==> src/sv/ksa_pkg.sv <==
// ============================================================================
// ksa_pkg
// Shared types and constants for the shared-array multi-stack block.
// ============================================================================
package ksa_pkg;

    // Default sizing of the store and of the stack table.
    localparam int SLOTS_DEF  = 16;
    localparam int STACKS_DEF = 4;

    // Fixed widths of the request and response fields.
    localparam int DATA_W = 32;
    localparam int SID_W  = 2;
    localparam int STAT_W = 2;

    // Value returned by a pop from an empty stack.
    localparam logic [DATA_W-1:0] POP_EMPTY_VALUE = '1;

    // Request commands.
    localparam logic CMD_PUSH = 1'b0;
    localparam logic CMD_POP  = 1'b1;

    // Response status codes.
    localparam logic [STAT_W-1:0] STAT_OK        = 2'd0;
    localparam logic [STAT_W-1:0] STAT_OVERFLOW  = 2'd1;
    localparam logic [STAT_W-1:0] STAT_UNDERFLOW = 2'd2;

    // Sequencer states.
    typedef enum logic [1:0] {
        ST_IDLE,
        ST_READ,
        ST_WRITE
    } state_t;

endpackage

==> src/sv/ksa_ram.sv <==
// ============================================================================
// ksa_ram
// Generic single-write, single-read synchronous RAM with registered read data.
// ============================================================================
module ksa_ram #(
    parameter  int WIDTH  = 32,
    parameter  int DEPTH  = 16,
    localparam int ADDR_W = $clog2(DEPTH)
) (
    input  logic              clk,
    input  logic              wr_en,
    input  logic [ADDR_W-1:0] wr_addr,
    input  logic [WIDTH-1:0]  wr_data,
    input  logic              rd_en,
    input  logic [ADDR_W-1:0] rd_addr,
    output logic [WIDTH-1:0]  rd_data
);

    logic [WIDTH-1:0] mem [DEPTH];
    logic [WIDTH-1:0] rd_data_reg;

    always_ff @(posedge clk)
    begin
        if (wr_en)
        begin
            mem[wr_addr] <= wr_data;
        end
        if (rd_en)
        begin
            rd_data_reg <= mem[rd_addr];
        end
    end

    assign rd_data = rd_data_reg;

endmodule

==> src/sv/k_stacks_shared_array_core.sv <==
// ============================================================================
// k_stacks_shared_array_core
// Several LIFO stacks sharing one slot store, with free slots on a linked list.
// ============================================================================
// Each request passes the read state and then the write state, which waits
// until the response register is free. A new request enters in idle or as the
// last one retires, after the slot link read and the link and list-head write-back.
// Reset: all stacks empty, free-list head at slot zero; the initial free chain
// is supplied by a fill watermark, so no clearing pass runs after reset.
module k_stacks_shared_array_core
    import ksa_pkg::*;
#(
    parameter int SLOTS  = SLOTS_DEF,
    parameter int STACKS = STACKS_DEF
) (
    input  logic                     clk,
    input  logic                     rst_n,
    input  logic                     in_valid,
    output logic                     in_ready,
    input  logic                     command,
    input  logic [SID_W-1:0]         stack_id,
    input  logic signed [DATA_W-1:0] push_value,
    output logic                     out_valid,
    input  logic                     out_ready,
    output logic signed [DATA_W-1:0] pop_value,
    output logic [STAT_W-1:0]        status
);

    // A pointer holds a slot index or the null value SLOTS.
    localparam int PTR_W = $clog2(SLOTS + 1);
    localparam int IDX_W = $clog2(SLOTS);
    // Only stacks reachable through the stack id port need a top register.
    localparam int MAX_IDS   = 1 << SID_W;
    localparam int NUM_TOPS  = (STACKS < MAX_IDS) ? STACKS : MAX_IDS;
    localparam int TOP_IDX_W = (NUM_TOPS > 1) ? $clog2(NUM_TOPS) : 1;
    localparam logic [PTR_W-1:0] NULL_PTR = PTR_W'(SLOTS);

    state_t state_reg, state_next;

    // Captured request.
    logic              cmd_reg;
    logic [SID_W-1:0]  sid_reg;
    logic [DATA_W-1:0] val_reg;

    // Slot chosen in the read cycle and whether the request is rejected.
    logic [PTR_W-1:0] slot_reg;
    logic             err_reg;

    // List heads.
    logic [PTR_W-1:0] free_head_reg;
    logic [PTR_W-1:0] top_reg [NUM_TOPS];

    // Slots at or above the watermark have never had their link written, so
    // their link is still the reset chain value (index plus one, or null for
    // the last slot). The free list hands out fresh slots in index order.
    logic [PTR_W-1:0] wm_reg;

    // Response register.
    logic              out_valid_reg;
    logic [DATA_W-1:0] pop_value_reg;
    logic [STAT_W-1:0] status_reg;

    logic                 accept;
    logic                 out_free;
    logic                 finish;
    logic                 sid_ok;
    logic [TOP_IDX_W-1:0] top_idx;
    logic [PTR_W-1:0]     top_sel;
    logic [PTR_W-1:0]     slot_pick;
    logic                 err_next;
    logic                 rd_en;
    logic                 wr_en;
    logic [PTR_W-1:0]     link_rd;
    logic [PTR_W-1:0]     link_eff;
    logic [PTR_W-1:0]     link_wr;
    logic [DATA_W-1:0]    data_rd;

    assign accept   = in_valid && in_ready;
    assign out_free = !out_valid_reg || out_ready;

    // Stack ids beyond the configured count behave like a full store on push
    // and an empty stack on pop.
    assign sid_ok  = {{(32 - SID_W){1'b0}}, sid_reg} < 32'(STACKS);
    assign top_idx = TOP_IDX_W'(sid_reg);
    assign top_sel = top_reg[top_idx];

    // A push takes the free-list head; a pop takes the stack's top.
    assign slot_pick = (cmd_reg == CMD_PUSH) ? free_head_reg : top_sel;
    assign err_next  = !sid_ok || (slot_pick >= NULL_PTR);

    // Untouched slots supply the reset chain instead of the memory contents.
    assign link_eff = (slot_reg >= wm_reg) ? (slot_reg + PTR_W'(1)) : link_rd;

    // A push links the new slot in front of the stack's top; a pop returns the
    // slot to the front of the free list.
    assign link_wr = (cmd_reg == CMD_PUSH) ? top_sel : free_head_reg;

    // ------------------------------------------------------------------------
    // Sequencer: capture, read the slot link and data, then write back.
    // ------------------------------------------------------------------------
    always_comb
    begin
        state_next = state_reg;
        unique case (state_reg)
            ST_IDLE:
            begin
                if (accept)
                begin
                    state_next = ST_READ;
                end
            end
            ST_READ:
            begin
                state_next = ST_WRITE;
            end
            ST_WRITE:
            begin
                if (out_free)
                begin
                    state_next = accept ? ST_READ : ST_IDLE;
                end
            end
            default:
            begin
                state_next = ST_IDLE;
            end
        endcase
    end

    always_comb
    begin
        in_ready = 1'b0;
        rd_en    = 1'b0;
        finish   = 1'b0;
        unique case (state_reg)
            ST_IDLE:
            begin
                in_ready = 1'b1;
            end
            ST_READ:
            begin
                rd_en = 1'b1;
            end
            ST_WRITE:
            begin
                // The next request enters while this one retires into the
                // response register.
                in_ready = out_free;
                finish   = out_free;
            end
            default:
            begin
                in_ready = 1'b0;
            end
        endcase
    end

    assign wr_en = finish && !err_reg;

    // ------------------------------------------------------------------------
    // Slot memories: data and link, read in the read cycle, written at retire.
    // ------------------------------------------------------------------------
    ksa_ram #(
        .WIDTH (DATA_W),
        .DEPTH (SLOTS)
    ) u_data_ram (
        .clk     (clk),
        .wr_en   (wr_en && (cmd_reg == CMD_PUSH)),
        .wr_addr (slot_reg[IDX_W-1:0]),
        .wr_data (val_reg),
        .rd_en   (rd_en),
        .rd_addr (slot_pick[IDX_W-1:0]),
        .rd_data (data_rd)
    );

    ksa_ram #(
        .WIDTH (PTR_W),
        .DEPTH (SLOTS)
    ) u_link_ram (
        .clk     (clk),
        .wr_en   (wr_en),
        .wr_addr (slot_reg[IDX_W-1:0]),
        .wr_data (link_wr),
        .rd_en   (rd_en),
        .rd_addr (slot_pick[IDX_W-1:0]),
        .rd_data (link_rd)
    );

    // ------------------------------------------------------------------------
    // Control state.
    // ------------------------------------------------------------------------
    always_ff @(posedge clk or negedge rst_n)
    begin
        if (!rst_n)
        begin
            state_reg     <= ST_IDLE;
            err_reg       <= 1'b0;
            free_head_reg <= '0;
            wm_reg        <= '0;
            out_valid_reg <= 1'b0;
            for (int i = 0; i < NUM_TOPS; i++)
            begin
                top_reg[i] <= NULL_PTR;
            end
        end
        else
        begin
            state_reg <= state_next;
            if (rd_en)
            begin
                err_reg <= err_next;
            end
            if (wr_en)
            begin
                if (cmd_reg == CMD_PUSH)
                begin
                    free_head_reg    <= link_eff;
                    top_reg[top_idx] <= slot_reg;
                    if (slot_reg == wm_reg)
                    begin
                        wm_reg <= wm_reg + PTR_W'(1);
                    end
                end
                else
                begin
                    top_reg[top_idx] <= link_eff;
                    free_head_reg    <= slot_reg;
                end
            end
            if (finish)
            begin
                out_valid_reg <= 1'b1;
            end
            else if (out_ready)
            begin
                out_valid_reg <= 1'b0;
            end
        end
    end

    // ------------------------------------------------------------------------
    // Request capture, chosen slot and response payload.
    // ------------------------------------------------------------------------
    always_ff @(posedge clk)
    begin
        if (accept)
        begin
            cmd_reg <= command;
            sid_reg <= stack_id;
            val_reg <= push_value;
        end
        if (rd_en)
        begin
            slot_reg <= slot_pick;
        end
        if (finish)
        begin
            if (cmd_reg == CMD_PUSH)
            begin
                pop_value_reg <= '0;
                status_reg    <= err_reg ? STAT_OVERFLOW : STAT_OK;
            end
            else
            begin
                pop_value_reg <= err_reg ? POP_EMPTY_VALUE : data_rd;
                status_reg    <= err_reg ? STAT_UNDERFLOW : STAT_OK;
            end
        end
    end

    assign out_valid = out_valid_reg;
    assign pop_value = pop_value_reg;
    assign status    = status_reg;

endmodule

==> config.mk <==
export PLATFORM = sky130hd
export DESIGN_NAME = k_stacks_shared_array_core
export DESIGN_NICKNAME = d
export VERILOG_FILES = /design/src/sv/ksa_pkg.sv /design/src/sv/ksa_ram.sv /design/src/sv/k_stacks_shared_array_core.sv
export SDC_FILE = /design/constraint.sdc
export NUM_CORES = 1
export LEC_CHECK = 0
export BUFFER_PORTS_ARGS = -buffer_cell sky130_fd_sc_hd__buf_2
export CAP_MARGIN = 20
export CORE_ASPECT_RATIO = 0.75
export CORE_UTILIZATION = 65
export CTS_CLUSTER_SIZE = 8
export DETAILED_ROUTE_END_ITERATION = 16
export PLACE_DENSITY = 0.94
export REMOVE_ABC_BUFFERS = 1
export SETUP_SLACK_MARGIN = 0.02
export SYNTH_ARGS = -nofsm -noshare
export SYNTH_HDL_FRONTEND = slang
export SYNTH_HIERARCHICAL = 1
export SYNTH_SLANG_ARGS = --single-unit
==> constraint.sdc <==
create_clock -name clk -period 9 [get_ports clk]
set_input_delay 1.8 -clock clk [delete_from_list [all_inputs] [get_ports clk]]
set_output_delay 1.8 -clock clk [all_outputs]
set_load 0.005 [all_outputs]
==> impl_metrics.env <==
export IMPL_worst_setup_hold_path_clk_slew_ps=50
export IMPL_top_register="u_data_ram/mem"
export IMPL_seq_area_frac_synth=0.7863
export IMPL_run_status="complete, no violations"
export IMPL_tritoncts="done"
export IMPL_path_type_of_the_worst_setup_path="in2reg"
export IMPL_grt_pass1_wl_mm=107.9
export IMPL_critPathRequiredTime_ps=9270
export IMPL_routed_via_count=15550
export IMPL_drt_pass1_iterations=8
export IMPL_dieWidth_um=241.4
export IMPL_timing_max_slew_rel_slack=0.1902
export IMPL_gpl_final_weighted_congestion=0.8751
export IMPL_synthToLayoutAreaGrowth_pct=14.70
export IMPL_detail_route_antenna_nets=0
export IMPL_fin_crit_sh=0.5029
export IMPL_synth_seq_cells=737
export IMPL_clock_root_cell="sky130_fd_sc_hd__clkbuf_16"
export IMPL_cts_buffers_inserted=102
export IMPL_syn_area_sq_mm=0.02793
export IMPL_cts_buffer_depth=3
export IMPL_synthDominantCellAreaShare=0.7557
export IMPL_grt_max_degree=85
export IMPL_cp_arrival_ps=4790
export IMPL_top_registers="u_data_ram/mem (512), u_link_ram/mem (80)"
export IMPL_drt_wl_total_mm=76.17
export IMPL_fin_setup_tns_ps=0
export IMPL_grt_antenna_before_repair=0
export IMPL_synth_distinct_cells=42
export IMPL_resized_gates_after_cts=0
export IMPL_ff2ff_setup_slack_ps=4950
export IMPL_initial_drc_count=2811
export IMPL_largest_reg_flops=512
export IMPL_skew_ps=28.54
export IMPL_netlist_top_cells_area="sky130_fd_sc_hd__edfxtp_1 76%, sky130_fd_sc_hd__mux4_2 12%, sky130_fd_sc_hd__dfrtp_1 2.7%"
export IMPL_synthCells=1349
export IMPL_start_kind="input pin"
export IMPL_min_delay_path_depth=1
export IMPL_power_total_mw=9.991
export IMPL_detail_route_drc_violations=0
export IMPL_num_nets_final=1534
export IMPL_power_density_cell_area_mw_per_mm2=311.8
export IMPL_place_detailed_hpwl_mm=36.02
export IMPL_final_hold_viol_count=0
export IMPL_placedInstanceArea_sq_mm=0.02909
export IMPL_placement_rows=65
export IMPL_final_max_slew_violation_count=0
export IMPL_final_layout_size_suffix_gt1_frac=0.2650
export IMPL_port_buffers=74
export IMPL_hold_path_class="reg2reg"
export IMPL_synthFlopType="sky130_fd_sc_hd__edfxtp_1"
export IMPL_report_final_setup_viol=0
export IMPL_clk_insertion_delay_late_ps=670
export IMPL_critical_path_endpoint_type="flop"
export IMPL_grt_pass1_vias=15690
export IMPL_fmax_ghz=0.2209
export IMPL_p_leak_nw=10.44
export IMPL_ff2ff_path_depth=6
export IMPL_die_h_um=181.5
export IMPL_cts_sink_count=737
export IMPL_num_io_pins=75
export IMPL_setup_repair_after_global_routing_missed_its_margin="false"
export IMPL_synth_async_reset_ratio=0.04613
export IMPL_globalRoute_totalOverflow=0
export IMPL_synth_area_per_cell_sq_um=20.71
export IMPL_fin_worst_hold_slack_ps=481.5
export IMPL_vdd_ir_drop_max_mv=0.2196
export IMPL_number_of_flops_mapped_to_enable_cells_by_yosys=703
export IMPL_floorplan_die_area_sq_mm=0.04382
export IMPL_crit_path_max_fanout=32
export IMPL_cts_max_level=3
export IMPL_antennaDiodeCount=0
export IMPL_timing_worst_slew_pin_value_ps=1212
export IMPL_cts_setup_buffers=0
export IMPL_yosysWarnings=6
export IMPL_finished_layout_cell_area_sq_mm=0.03204
export IMPL_clock_period_minus_worst_slack_ps=4526
export IMPL_commonest_non_fill_non_tap_cells_in_the_layout="703 x sky130_fd_sc_hd__edfxtp_1, 153 x sky130_fd_sc_hd__mux4_2, 106 x sky130_fd_sc_hd__nor2_1, 102 x sky130_fd_sc_hd__clkbuf_16, 74 x sky130_fd_sc_hd__buf_2"
export IMPL_filler_cell_count=1985
export IMPL_gr_usage_all_layers=0.3556
export IMPL_placeableCoreArea_sq_mm=0.04221
export IMPL_cts_hold_buffers_added=0
export IMPL_netlist_top_cell_by_area="sky130_fd_sc_hd__edfxtp_1"
export IMPL_floorplan_initialDensity=0.6618
export IMPL_wire_per_inst_um=36.58
export IMPL_routed_via_density=7.468
export IMPL_maxCapViolations=0
export IMPL_mostFrequentLayoutCell="sky130_fd_sc_hd__edfxtp_1"
==> layer usage <==
metal  vias up  track usage  wire [um]
li1       5755            -          -
met3       381      0.08832       9963
met4         0       0.1790       4558
met2      1707       0.5613      36760
met5         -            0          0
met1      7705       0.4687      24880
==> power breakdown <==
part | switching, mW | leakage, nW | internal, mW | total [mW]
combinational | 1.34 | 2.30 | 0.901 | 2.24
sequential | 0.163 | 6.78 | 4.08 | 4.24
clock | 1.47 | 1.36 | 2.04 | 3.50
total | 2.97 | 10.4 | 7.02 | 9.99
==> cell type report <==
| class | count | area, sq um | share of cell area |
|---|---|---|---|
| repair buffers | 98 | 713.2 | 0.02226 |
| flip-flops and latches | 737 | 21970 | 0.6856 |
| inverters | 10 | 37.54 | 0.001172 |
| clock inverters | 8 | 195.2 | 0.006092 |
| well taps | 569 | 711.9 | 0.02222 |
| clock buffers | 121 | 2624 | 0.08189 |
| multi-input cells | 539 | 5792 | 0.1808 |
==> final timing paths <==
kind	to	startpoint
max	u_data_ram/mem[2][11]	out_ready
min	wm_reg[4]	wm_reg[4]
max reg2reg	u_data_ram/rd_data[13]	sid_reg[0]
min reg2reg	wm_reg[4]	wm_reg[4]
max in group asynchronous	wm_reg[1]	rst_n
min in group asynchronous	state_reg[0]	rst_n
==> worst max-delay path, cell delays in order <==
cell,delay (ps)
sky130_fd_sc_hd__buf_2,90
sky130_fd_sc_hd__nor2b_1,90
sky130_fd_sc_hd__or3_4,500
sky130_fd_sc_hd__clkinv_1,320
sky130_fd_sc_hd__nand2_1,230
sky130_fd_sc_hd__inv_1,220
sky130_fd_sc_hd__or3b_2,620
sky130_fd_sc_hd__nor2_4,900
==> cell usage after synthesis (all sizes together), types with 7 or more instances <==
cell and count:
a21oi 9, a22o 9, a22oi 69, a31oi 13, buf 36, clkbuf 27
dfrtp 30, edfxtp 703, ha 7, inv 8, mux4 153, nand2 66
nand2b 8, nand3 16, nor2 120, nor3 9, o211ai 8, o21ai 7
==> logic make-up (layout without fill, tap and decap cells) <==
group	count (synthesis)	in the layout	synth area share
buffers and inverters	73	237	0.01245
adder cells (fa/ha/maj)	7	7	0.003135
flip-flops	737	737	0.7863
AO/OA/AOI/OAI	121	121	0.03095
multiplexers	158	158	0.1254
XOR/XNOR	7	7	0.002195
AND/OR/NAND/NOR	246	246	0.03955
==> metrics by stage <==
stage	util	setup slack, ps	instances
after floorplan	-	3148	1286
after global placement	0.6866	4303	1943
after detailed placement	0.6891	4010	1947
after CTS	0.7559	4612	2076
after global routing	0.7591	4501	2082
final	0.7591	4474	2082
No activity file was read; power rests on OpenSTA's default activity.
